File: config.mk
export PLATFORM = sky130hd
export DESIGN_NAME = sha1_hash_engine
export DESIGN_NICKNAME = d
export VERILOG_FILES = /design/src/rtl/sha1_pkg.sv /design/src/rtl/sha1_hash_engine.sv /design/src/rtl/sha1_dp.sv /design/src/rtl/sha1_ctrl.sv
export VERILOG_INCLUDE_DIRS = /design/src /design/src/rtl
export SDC_FILE = /design/constraint.sdc
export NUM_CORES = 2
export LEC_CHECK = 0
export BUFFER_PORTS_ARGS = -buffer_cell sky130_fd_sc_hd__buf_2
export CAP_MARGIN = 5
export CORE_ASPECT_RATIO = 0.9
export CORE_MARGIN = 10
export CORE_UTILIZATION = 40
export CTS_CLUSTER_SIZE = 25
export DETAILED_ROUTE_END_ITERATION = 6
export PLACE_DENSITY = 0.64
export SYNTH_ARGS = -nofsm -noshare
export SYNTH_HDL_FRONTEND = slang
export SYNTH_SLANG_ARGS = --single-unit
File: constraint.sdc
create_clock -name clock -period 15.75 [get_ports clock]
set_clock_uncertainty 0.1 [all_clocks]
set_input_delay 1.575 -clock clock [delete_from_list [all_inputs] [get_ports clock]]
set_output_delay 1.575 -clock clock [all_outputs]
set_load 0.01 [all_outputs]
File: src/rtl/sha1_hash_engine_assert.svh
// Assertion macros used by the SHA-1 engine top level.
`ifndef SHA1_HASH_ENGINE_ASSERT_SVH
`define SHA1_HASH_ENGINE_ASSERT_SVH

// Implication checked in the same cycle.
`define SHA1_ASSERT_SAME(label, clk, rst, ante, cons, msg) \
   label: assert property (@(posedge clk) disable iff (rst) (ante) |-> (cons)) \
      else $error(msg);

// Implication checked in the next cycle.
`define SHA1_ASSERT_NEXT(label, clk, rst, ante, cons, msg) \
   label: assert property (@(posedge clk) disable iff (rst) (ante) |=> (cons)) \
      else $error(msg);

`endif

File: src/rtl/sha1_pkg.sv
// Shared types, constants and round functions of the SHA-1 engine.
`timescale 1ns / 1ps

package sha1_pkg;

   localparam int unsigned WORD_W       = 32;
   localparam int unsigned DIGEST_WORDS = 5;
   localparam int unsigned IDX_W        = 3;
   localparam int unsigned ROUND_W      = 7;
   localparam int unsigned FILL_W       = 6;
   localparam int unsigned BLOCK_W      = 512;
   localparam int unsigned LEN_W        = 64;
   localparam int unsigned BLKCNT_W     = LEN_W - 9;

   localparam logic [ROUND_W-1:0] LAST_ROUND    = 7'd79;
   localparam logic [ROUND_W-1:0] SCHED_ROUNDS  = 7'd16;
   localparam logic [IDX_W-1:0]   LAST_IDX      = 3'(DIGEST_WORDS - 1);
   localparam logic [FILL_W-1:0]  FILL_LAST     = 6'd63;
   localparam logic [FILL_W-1:0]  FILL_PAD_END  = 6'd55;
   localparam logic [7:0]         PAD_BYTE      = 8'h80;

   typedef logic [WORD_W-1:0] word_type;

   localparam word_type H_INIT [DIGEST_WORDS] = '{
      32'h67452301, 32'hEFCDAB89, 32'h98BADCFE, 32'h10325476, 32'hC3D2E1F0
   };

   localparam word_type K_0 = 32'h5A827999;
   localparam word_type K_1 = 32'h6ED9EBA1;
   localparam word_type K_2 = 32'h8F1BBCDC;
   localparam word_type K_3 = 32'hCA62C1D6;

   typedef enum logic [2:0] {
      ST_IDLE,
      ST_ROUND,
      ST_ADDH,
      ST_PAD,
      ST_LEN,
      ST_OUT
   } sha1_state_type;

   typedef enum logic [1:0] {
      SEL_DATA,
      SEL_PAD80,
      SEL_ZERO,
      SEL_LEN
   } byte_sel_type;

   typedef struct packed {
      logic                shift_byte;
      byte_sel_type        byte_sel;
      logic                latch_len;
      logic                load_work;
      logic                round_en;
      logic [ROUND_W-1:0]  round_idx;
      logic                add_hash;
      logic                init;
      logic [IDX_W-1:0]    word_sel;
   } sha1_cmd_type;

   typedef struct packed {
      logic fill_last;
      logic fill_pad_end;
   } sha1_status_type;

   function automatic word_type round_f(input logic [ROUND_W-1:0] round,
                                        input word_type b, input word_type c,
                                        input word_type d);
      word_type f;
      if (round < 7'd20) begin
         f = (b & c) | (~b & d);
      end else if (round < 7'd40) begin
         f = b ^ c ^ d;
      end else if (round < 7'd60) begin
         f = (b & c) | (b & d) | (c & d);
      end else begin
         f = b ^ c ^ d;
      end
      return f;
   endfunction

   function automatic word_type round_k(input logic [ROUND_W-1:0] round);
      word_type k;
      if (round < 7'd20) begin
         k = K_0;
      end else if (round < 7'd40) begin
         k = K_1;
      end else if (round < 7'd60) begin
         k = K_2;
      end else begin
         k = K_3;
      end
      return k;
   endfunction

endpackage

File: src/rtl/sha1_hash_engine.sv
// Top level of the streaming SHA-1 engine: controller plus datapath.
//
//   channel | dir | handshake            | payload
//   req     | in  | req_valid/req_ready  | data_byte, byte_present, end_of_message
//   rsp     | out | rsp_valid/rsp_ready  | digest_word, word_index, last_word
//
// A byte that does not complete a block leaves the engine idle; it is ready again
// in the next cycle. The 64th byte of a block starts a compression, one round per
// cycle in a single round unit, then a step that adds the working words into the
// chaining value. An end of message pads one byte per cycle up to byte 56, shifts
// in eight length bytes and compresses again; a block with 56 or more bytes left
// needs a second padded block. The five digest words then leave one per accepted
// item. Reset is synchronous and needs no clearing pass. Input is held off during
// compression, padding and output, and the output words wait on rsp_ready.
`timescale 1ns / 1ps

`include "sha1_hash_engine_assert.svh"

module sha1_hash_engine import sha1_pkg::*; (
   input  logic             clock,
   input  logic             reset,
   input  logic             req_valid,
   output logic             req_ready,
   input  logic [7:0]       req_data_byte,
   input  logic             req_byte_present,
   input  logic             req_end_of_message,
   output logic             rsp_valid,
   input  logic             rsp_ready,
   output logic [31:0]      rsp_digest_word,
   output logic [IDX_W-1:0] rsp_word_index,
   output logic             rsp_last_word
);

   sha1_cmd_type    cmd;
   sha1_status_type status;

   // The controller owns all sequencing; the datapath only follows commands.
   sha1_ctrl u_ctrl (
      .clock              (clock),
      .reset              (reset),
      .req_valid          (req_valid),
      .req_byte_present   (req_byte_present),
      .req_end_of_message (req_end_of_message),
      .req_ready          (req_ready),
      .rsp_valid          (rsp_valid),
      .rsp_ready          (rsp_ready),
      .rsp_word_index     (rsp_word_index),
      .rsp_last_word      (rsp_last_word),
      .status             (status),
      .cmd                (cmd)
   );

   // The digest word is read straight from the chaining value registers, which
   // hold still while a word waits to be taken.
   sha1_dp u_dp (
      .clock       (clock),
      .reset       (reset),
      .cmd         (cmd),
      .data_byte   (req_data_byte),
      .status      (status),
      .digest_word (rsp_digest_word)
   );

   // Input and output are never open at the same time.
   `SHA1_ASSERT_SAME(a_no_overlap, clock, reset, rsp_valid, !req_ready, "input open during output")

   // An item that ends a message closes the input in the next cycle.
   `SHA1_ASSERT_NEXT(a_end_closes, clock, reset, req_valid && req_ready && req_end_of_message, !req_ready, "input open after end")

   // Words leave in order, with no gap between the index steps.
   `SHA1_ASSERT_NEXT(a_word_order, clock, reset, rsp_valid && rsp_ready && !rsp_last_word, rsp_valid && (rsp_word_index == $past(rsp_word_index) + 3'd1), "digest word out of order")

   // After the last word the engine is idle and takes input again.
   `SHA1_ASSERT_NEXT(a_back_idle, clock, reset, rsp_valid && rsp_ready && rsp_last_word, req_ready && !rsp_valid, "not idle after digest")

endmodule

File: src/rtl/sha1_dp.sv
// SHA-1 datapath: block window, message schedule, round logic and chaining value.
`timescale 1ns / 1ps

module sha1_dp import sha1_pkg::*; (
   input  logic            clock,
   input  logic            reset,
   input  sha1_cmd_type    cmd,
   input  logic [7:0]      data_byte,
   output sha1_status_type status,
   output word_type        digest_word
);

   logic [BLOCK_W-1:0]  window_ff, window_in;
   word_type            a_ff, b_ff, c_ff, d_ff, e_ff;
   word_type            a_in, b_in, c_in, d_in, e_in;
   word_type            hash_ff [DIGEST_WORDS];
   word_type            hash_in [DIGEST_WORDS];
   logic [FILL_W-1:0]   fill_ff, fill_in;
   logic [BLKCNT_W-1:0] blocks_ff, blocks_in;
   logic [LEN_W-1:0]    len_ff, len_in;

   logic [7:0] shift_val;
   word_type   w0, w2, w8, w13, w_mix, w_new, w_t, temp;

   // Byte that enters the window this cycle.
   always_comb begin
      case (cmd.byte_sel)
         SEL_DATA:  shift_val = data_byte;
         SEL_PAD80: shift_val = PAD_BYTE;
         SEL_ZERO:  shift_val = 8'h00;
         SEL_LEN:   shift_val = len_ff[LEN_W-1 -: 8];
         default:   shift_val = 8'h00;
      endcase
   end

   // The window holds sixteen schedule words, the oldest at the top.
   assign w0    = window_ff[BLOCK_W-1 -: WORD_W];
   assign w2    = window_ff[BLOCK_W-1-2*WORD_W -: WORD_W];
   assign w8    = window_ff[BLOCK_W-1-8*WORD_W -: WORD_W];
   assign w13   = window_ff[BLOCK_W-1-13*WORD_W -: WORD_W];
   assign w_mix = w13 ^ w8 ^ w2 ^ w0;
   assign w_new = {w_mix[WORD_W-2:0], w_mix[WORD_W-1]};
   assign w_t   = (cmd.round_idx < SCHED_ROUNDS) ? w0 : w_new;

   assign temp = {a_ff[WORD_W-6:0], a_ff[WORD_W-1 -: 5]}
               + round_f(cmd.round_idx, b_ff, c_ff, d_ff)
               + e_ff + round_k(cmd.round_idx) + w_t;

   always_comb begin
      window_in = window_ff;
      a_in = a_ff;
      b_in = b_ff;
      c_in = c_ff;
      d_in = d_ff;
      e_in = e_ff;
      hash_in = hash_ff;
      fill_in = fill_ff;
      blocks_in = blocks_ff;
      len_in = len_ff;

      if (cmd.shift_byte) begin
         window_in = {window_ff[BLOCK_W-9:0], shift_val};
         fill_in = fill_ff + 1'b1;
      end else if (cmd.round_en) begin
         window_in = {window_ff[BLOCK_W-WORD_W-1:0], w_t};
      end

      if (cmd.load_work) begin
         a_in = hash_ff[0];
         b_in = hash_ff[1];
         c_in = hash_ff[2];
         d_in = hash_ff[3];
         e_in = hash_ff[4];
      end else if (cmd.round_en) begin
         a_in = temp;
         b_in = a_ff;
         c_in = {b_ff[1:0], b_ff[WORD_W-1:2]};
         d_in = c_ff;
         e_in = d_ff;
      end

      // Block count sits above the nine low bits: the fill in bytes, then three zero bits.
      if (cmd.latch_len) begin
         len_in = {blocks_ff, fill_ff, 3'b000};
      end else if (cmd.shift_byte && (cmd.byte_sel == SEL_LEN)) begin
         len_in = {len_ff[LEN_W-9:0], 8'h00};
      end

      if (cmd.add_hash) begin
         hash_in[0] = hash_ff[0] + a_ff;
         hash_in[1] = hash_ff[1] + b_ff;
         hash_in[2] = hash_ff[2] + c_ff;
         hash_in[3] = hash_ff[3] + d_ff;
         hash_in[4] = hash_ff[4] + e_ff;
         blocks_in = blocks_ff + 1'b1;
      end

      if (cmd.init) begin
         hash_in = H_INIT;
         fill_in = '0;
         blocks_in = '0;
      end
   end

   always_ff @(posedge clock) begin
      if (reset) begin
         hash_ff <= H_INIT;
         fill_ff <= '0;
         blocks_ff <= '0;
      end else begin
         hash_ff <= hash_in;
         fill_ff <= fill_in;
         blocks_ff <= blocks_in;
      end
   end

   always_ff @(posedge clock) begin
      window_ff <= window_in;
      a_ff <= a_in;
      b_ff <= b_in;
      c_ff <= c_in;
      d_ff <= d_in;
      e_ff <= e_in;
      len_ff <= len_in;
   end

   assign status.fill_last    = (fill_ff == FILL_LAST);
   assign status.fill_pad_end = (fill_ff == FILL_PAD_END);
   assign digest_word         = hash_ff[cmd.word_sel];

endmodule

File: src/rtl/sha1_ctrl.sv
// SHA-1 controller: state machine that sequences bytes, rounds, padding and output.
`timescale 1ns / 1ps

module sha1_ctrl import sha1_pkg::*; (
   input  logic             clock,
   input  logic             reset,
   input  logic             req_valid,
   input  logic             req_byte_present,
   input  logic             req_end_of_message,
   output logic             req_ready,
   output logic             rsp_valid,
   input  logic             rsp_ready,
   output logic [IDX_W-1:0] rsp_word_index,
   output logic             rsp_last_word,
   input  sha1_status_type  status,
   output sha1_cmd_type     cmd
);

   sha1_state_type     state_ff, state_in;
   logic [ROUND_W-1:0] round_ff, round_in;
   logic [IDX_W-1:0]   idx_ff, idx_in;
   logic               pad_ff, pad_in;
   logic               pad_first_ff, pad_first_in;
   logic               final_ff, final_in;

   // Next state.
   always_comb begin
      state_in = state_ff;
      round_in = '0;
      idx_in = idx_ff;
      pad_in = pad_ff;
      pad_first_in = pad_first_ff;
      final_in = final_ff;
      case (state_ff)
         ST_IDLE: begin
            if (req_valid) begin
               pad_in = req_end_of_message;
               pad_first_in = req_end_of_message;
               if (req_byte_present && status.fill_last) begin
                  state_in = ST_ROUND;
               end else if (req_end_of_message) begin
                  state_in = ST_PAD;
               end
            end
         end
         ST_ROUND: begin
            round_in = round_ff + 1'b1;
            if (round_ff == LAST_ROUND) begin
               state_in = ST_ADDH;
            end
         end
         ST_ADDH: begin
            if (final_ff) begin
               state_in = ST_OUT;
               idx_in = '0;
            end else if (pad_ff) begin
               state_in = ST_PAD;
            end else begin
               state_in = ST_IDLE;
            end
         end
         ST_PAD: begin
            pad_first_in = 1'b0;
            if (status.fill_last) begin
               state_in = ST_ROUND;
            end else if (status.fill_pad_end) begin
               state_in = ST_LEN;
            end
         end
         ST_LEN: begin
            if (status.fill_last) begin
               state_in = ST_ROUND;
               final_in = 1'b1;
            end
         end
         ST_OUT: begin
            if (rsp_ready) begin
               if (idx_ff == LAST_IDX) begin
                  state_in = ST_IDLE;
                  pad_in = 1'b0;
                  final_in = 1'b0;
               end else begin
                  idx_in = idx_ff + 1'b1;
               end
            end
         end
         default: begin
            state_in = ST_IDLE;
         end
      endcase
   end

   // Outputs and datapath commands.
   always_comb begin
      req_ready = 1'b0;
      rsp_valid = 1'b0;
      cmd = '0;
      cmd.byte_sel = SEL_DATA;
      cmd.round_idx = round_ff;
      cmd.word_sel = idx_ff;
      case (state_ff)
         ST_IDLE: begin
            req_ready = 1'b1;
            cmd.shift_byte = req_valid && req_byte_present;
            cmd.load_work = req_valid && req_byte_present && status.fill_last;
         end
         ST_ROUND: begin
            cmd.round_en = 1'b1;
         end
         ST_ADDH: begin
            cmd.add_hash = 1'b1;
         end
         ST_PAD: begin
            cmd.shift_byte = 1'b1;
            cmd.byte_sel = pad_first_ff ? SEL_PAD80 : SEL_ZERO;
            cmd.latch_len = pad_first_ff;
            cmd.load_work = status.fill_last;
         end
         ST_LEN: begin
            cmd.shift_byte = 1'b1;
            cmd.byte_sel = SEL_LEN;
            cmd.load_work = status.fill_last;
         end
         ST_OUT: begin
            rsp_valid = 1'b1;
            cmd.init = rsp_ready && (idx_ff == LAST_IDX);
         end
         default: begin
            req_ready = 1'b0;
         end
      endcase
   end

   assign rsp_word_index = idx_ff;
   assign rsp_last_word  = (idx_ff == LAST_IDX);

   always_ff @(posedge clock) begin
      if (reset) begin
         state_ff <= ST_IDLE;
         round_ff <= '0;
         idx_ff <= '0;
         pad_ff <= 1'b0;
         pad_first_ff <= 1'b0;
         final_ff <= 1'b0;
      end else begin
         state_ff <= state_in;
         round_ff <= round_in;
         idx_ff <= idx_in;
         pad_ff <= pad_in;
         pad_first_ff <= pad_first_in;
         final_ff <= final_in;
      end
   end

endmodule

==> implementation parameters <==
Parameter                              Value

Synth
  Cells after Synth    6012
  Number of enable flip-flop cells after synthesis    around 730
  Warning count from the yosys run    0
  Leading area contributor after synthesis    sky130_fd_sc_hd__edfxtp_1
  Leading post-synthesis cells by cell area    sky130_fd_sc_hd__edfxtp_1 40%, sky130_fd_sc_hd__nand2_1 16%, sky130_fd_sc_hd__dfxtp_1 8.6%, sky130_fd_sc_hd__ha_1 5.1%, sky130_fd_sc_hd__fa_1 4.5%
  Proportion of synthesized chip area in sequential cells    0.4873
  Distinct cell type count of the synthesized netlist    83
  FF+latch count, synth    970
  Avg Cell Area, Syn    ~9.1 sq um
  Synthesized net count    6374
  Async set or reset register ratio after synthesis    0
  Main synth FF type    sky130_fd_sc_hd__edfxtp_1
  Fraction of synthesized cell area taken by the top area cell type    0.4008
  Synthesized cell area    0.05491 sq mm

Route
  Total via count in the routed design    42236
  Via count normalized by instance count    5.383
  Length of the first detailed-routing pass in iterations    5
  DRT iter0 DRCs    ~4500
  Routed wire length per instance    19.03 um
  Count of nets left with antenna violations after detail routing    0
  Count of unresolved DRC violations after routing    0
  Total wirelength of the detailed-routed design    approximately 150000 um

CTS
  Resized Gates After CTS    0
  Number of buffers added by the clock tree synthesis step    between 100 and 150
  Post-CTS Setup Inserts    0
  TritonCTS clock tree    yes
  Number of levels in the clock H-tree    3
  Clock edge transition at the registers on the reported setup and hold paths    70 ps
  Number of buffers inserted for hold repair after clock tree synthesis    0
  Maximum clock path buffer count    3
  Cell chosen for the clock root    sky130_fd_sc_hd__clkbuf_16
  Clock tree sinks    970
  Clock latency on the worst-skew pair    750 ps

Cells and area
  Commonest non-fill, non-tap cell in the layout    sky130_fd_sc_hd__nand2_1
  Final design area excluding fillers    0.06031 sq mm
  Commonest cells after routing, fill and taps aside    2306 x sky130_fd_sc_hd__nand2_1, 733 x sky130_fd_sc_hd__edfxtp_1, 286 x sky130_fd_sc_hd__a21oi_1
  Total number of nets in the final design    between 6000 and 7000
  Layout overhead on the synthesized area    9.827%
  Fill cell total of the finished layout    13174
  Layout cell share with drive strength beyond 1    0.05395

Setup path
  Crit path largest cell delay    550 ps
  Worst path arrival time    7230 ps
  Worst-path maximum fanout    37
  Slowest-stage cell, CP    sky130_fd_sc_hd__fa_1
  WP data required    16110 ps
  Internal reg-to-reg setup slack    8880 ps
  Cells traversed along the worst timing path    o21ai_0 -> or3_1 -> buf_4 -> nand2_1 -> buf_4 -> nor2_1 -> nor2_1 -> fa_1 -> fa_1 -> inv_1 -> fa_1 -> inv_1 -> ha_1 -> nor2b_1 -> o21a_1 -> o21ai_0 -> a21oi_1 -> o211ai_1 -> a21oi_1 -> o31ai_1 -> nand2_1 -> a31oi_1 -> xnor2_1 -> a21oi_1
  Startpoint kind of the worst setup timing path    flop
  Class of the most critical setup path    reg -> reg
  Critical path capture point type    flop

STA
  Setup tns final    0 ps
  Upper clock frequency limit    approximately 150 MHz
  Final critical-path share of the clock period    0.4360
  Time the final worst path needs with I/O delays and setup    6868 ps
  Worst hold-check slack    378.2 ps
  RSZ-0062 raised after global routing    no
  Slew at the pin closest to its max-slew limit    1336 ps
  Final Hold Vio Count    0
  Final slew viol count    0
  Final setup vio count    0
  Max-slew headroom at the worst pin    0.1093

Worst hold path
  Path category of the worst min-delay check    reg -> reg

Die
  Number of top-level pins    52
  Core area    0.1358 sq mm
  Die Wd    roughly 410 um
  Overall die area    0.1525 sq mm
  Effective utilization at floorplan    0.4043
  Row Count    ~130
  Die outline height    between 300 and 400 um

Status
  Run status    finished, final reports clean

Global routing
  Maximum number of pins on one net before global-route repair    282
  Number of antenna violations at the first check in global routing    5
  Vias in the first global route    39315
  Wire length of the first global-routing pass    230300 um
  Total overflow reported by the global router    0
  Global-route usage over all layers    0.1892

Run
  Number of violations of the max-capacitance limit    0

Placement
  Final weighted congestion in routability-driven placement    0.9296
  Total half-perimeter wirelength after legalization and detailed placement    103500 um
  Input/output buffers    a little over 50
  Post-DP Area    0.05682 sq mm
[Yosys cell counts (all sizes together) (17+ instances only)]
master  number
nand3       58
nor2b       56
fa         124
inv        249
xor2        98
o21ai      259
nand4       19
a211oi      38
or3         26
a21oi      287
dfxtp      237
o211ai      52
o21bai      22
o31ai       22
nand2     2312
a31oi       17
a21o        78
edfxtp     733
clkbuf     245
and3        38
nand2b      28
buf         28
xnor2      194
o21a        27
nor2       267
mux4        32
nor3        39
and2        22
ha         224
[metal layers]
layer,GRT usage,share of wire,vias to the layer above
met5,0,0.000054,-
met4,0.05194,0.026,2
met3,0.03356,0.076,225
met2,0.2857,0.44,1437
met1,0.2771,0.46,20435
li1,-,-,20137
[metrics by stage]
stage / worst slack [ps] / util / cells
final: 8882 / 0.4441 / 7846
after floorplan: 1028 / - / 6012
after global placement: 9221 / 0.4184 / 7649
after detailed placement: 9081 / 0.4184 / 7649
after CTS: 9040 / 0.4440 / 7844
after global routing: 8528 / 0.4440 / 7844
[final timing paths]
path | from | end | cells after the start
worst max-delay path | u_ctrl.round_ff[5] | u_dp.a_ff[31] | 24
worst min-delay path | u_ctrl.round_ff[0] | u_ctrl.round_ff[0] | 1
worst max register to register | u_ctrl.round_ff[5] | u_dp.a_ff[31] | 24
worst min register to register | u_ctrl.round_ff[0] | u_ctrl.round_ff[0] | 1
[sequential cells by signal, summed over array words and instances, names as in the netlist]
name and flops:
u_dp.hash_ff 160, u_ctrl.state_ff 3, u_ctrl.pad_ff 1, u_ctrl.pad_first_ff 1
u_dp.d_ff 32, u_dp.c_ff 32, u_ctrl.round_ff 7, u_dp.blocks_ff 55
u_ctrl.final_ff 1, u_dp.fill_ff 6, u_dp.b_ff 32, u_ctrl.rsp_word_index 3
u_dp.e_ff 32, u_dp.a_ff 32, u_dp.window_ff 512, u_dp.len_ff 61
[cells by family after synthesis]
logic type / Yosys count / synth area share
AO/OA/AOI/OAI: 917 / 0.1033
XOR/XNOR: 292 / 0.04657
adder cells (fa/ha/maj): 348 / 0.09625
buffers and inverters: 522 / 0.03593
flip-flops: 970 / 0.4873
multiplexers: 45 / 0.01549
AND/OR/NAND/NOR: 2918 / 0.2152
[worst max-delay path: cells and delay by family (launching register included)]
family	cells	cell delay [ps]
adder cells (fa/ha/maj)	4	1890
AND/OR/NAND/NOR	6	1000
AO/OA/AOI/OAI	9	2160
flip-flops	1	480
buffers and inverters	4	780
XOR/XNOR	1	140
[final cells by class]
class,count,area [sq um],share of cell area
Clock inverter,63,681.9,0.01131
Antenna cell,2,5.005,0.00008299
Multi-Input combinational cell,4520,26270,0.4356
Timing Repair Buffer,90,585.6,0.009710
Sequential cell,970,26760,0.4437
Tap cell,1820,2277,0.03776
Inverter,249,934.6,0.01550
Clock buffer,132,2798,0.04639
Power is not shown: default switching activity piles up to over one toggle a cycle in this logic, so the estimate is an artifact.
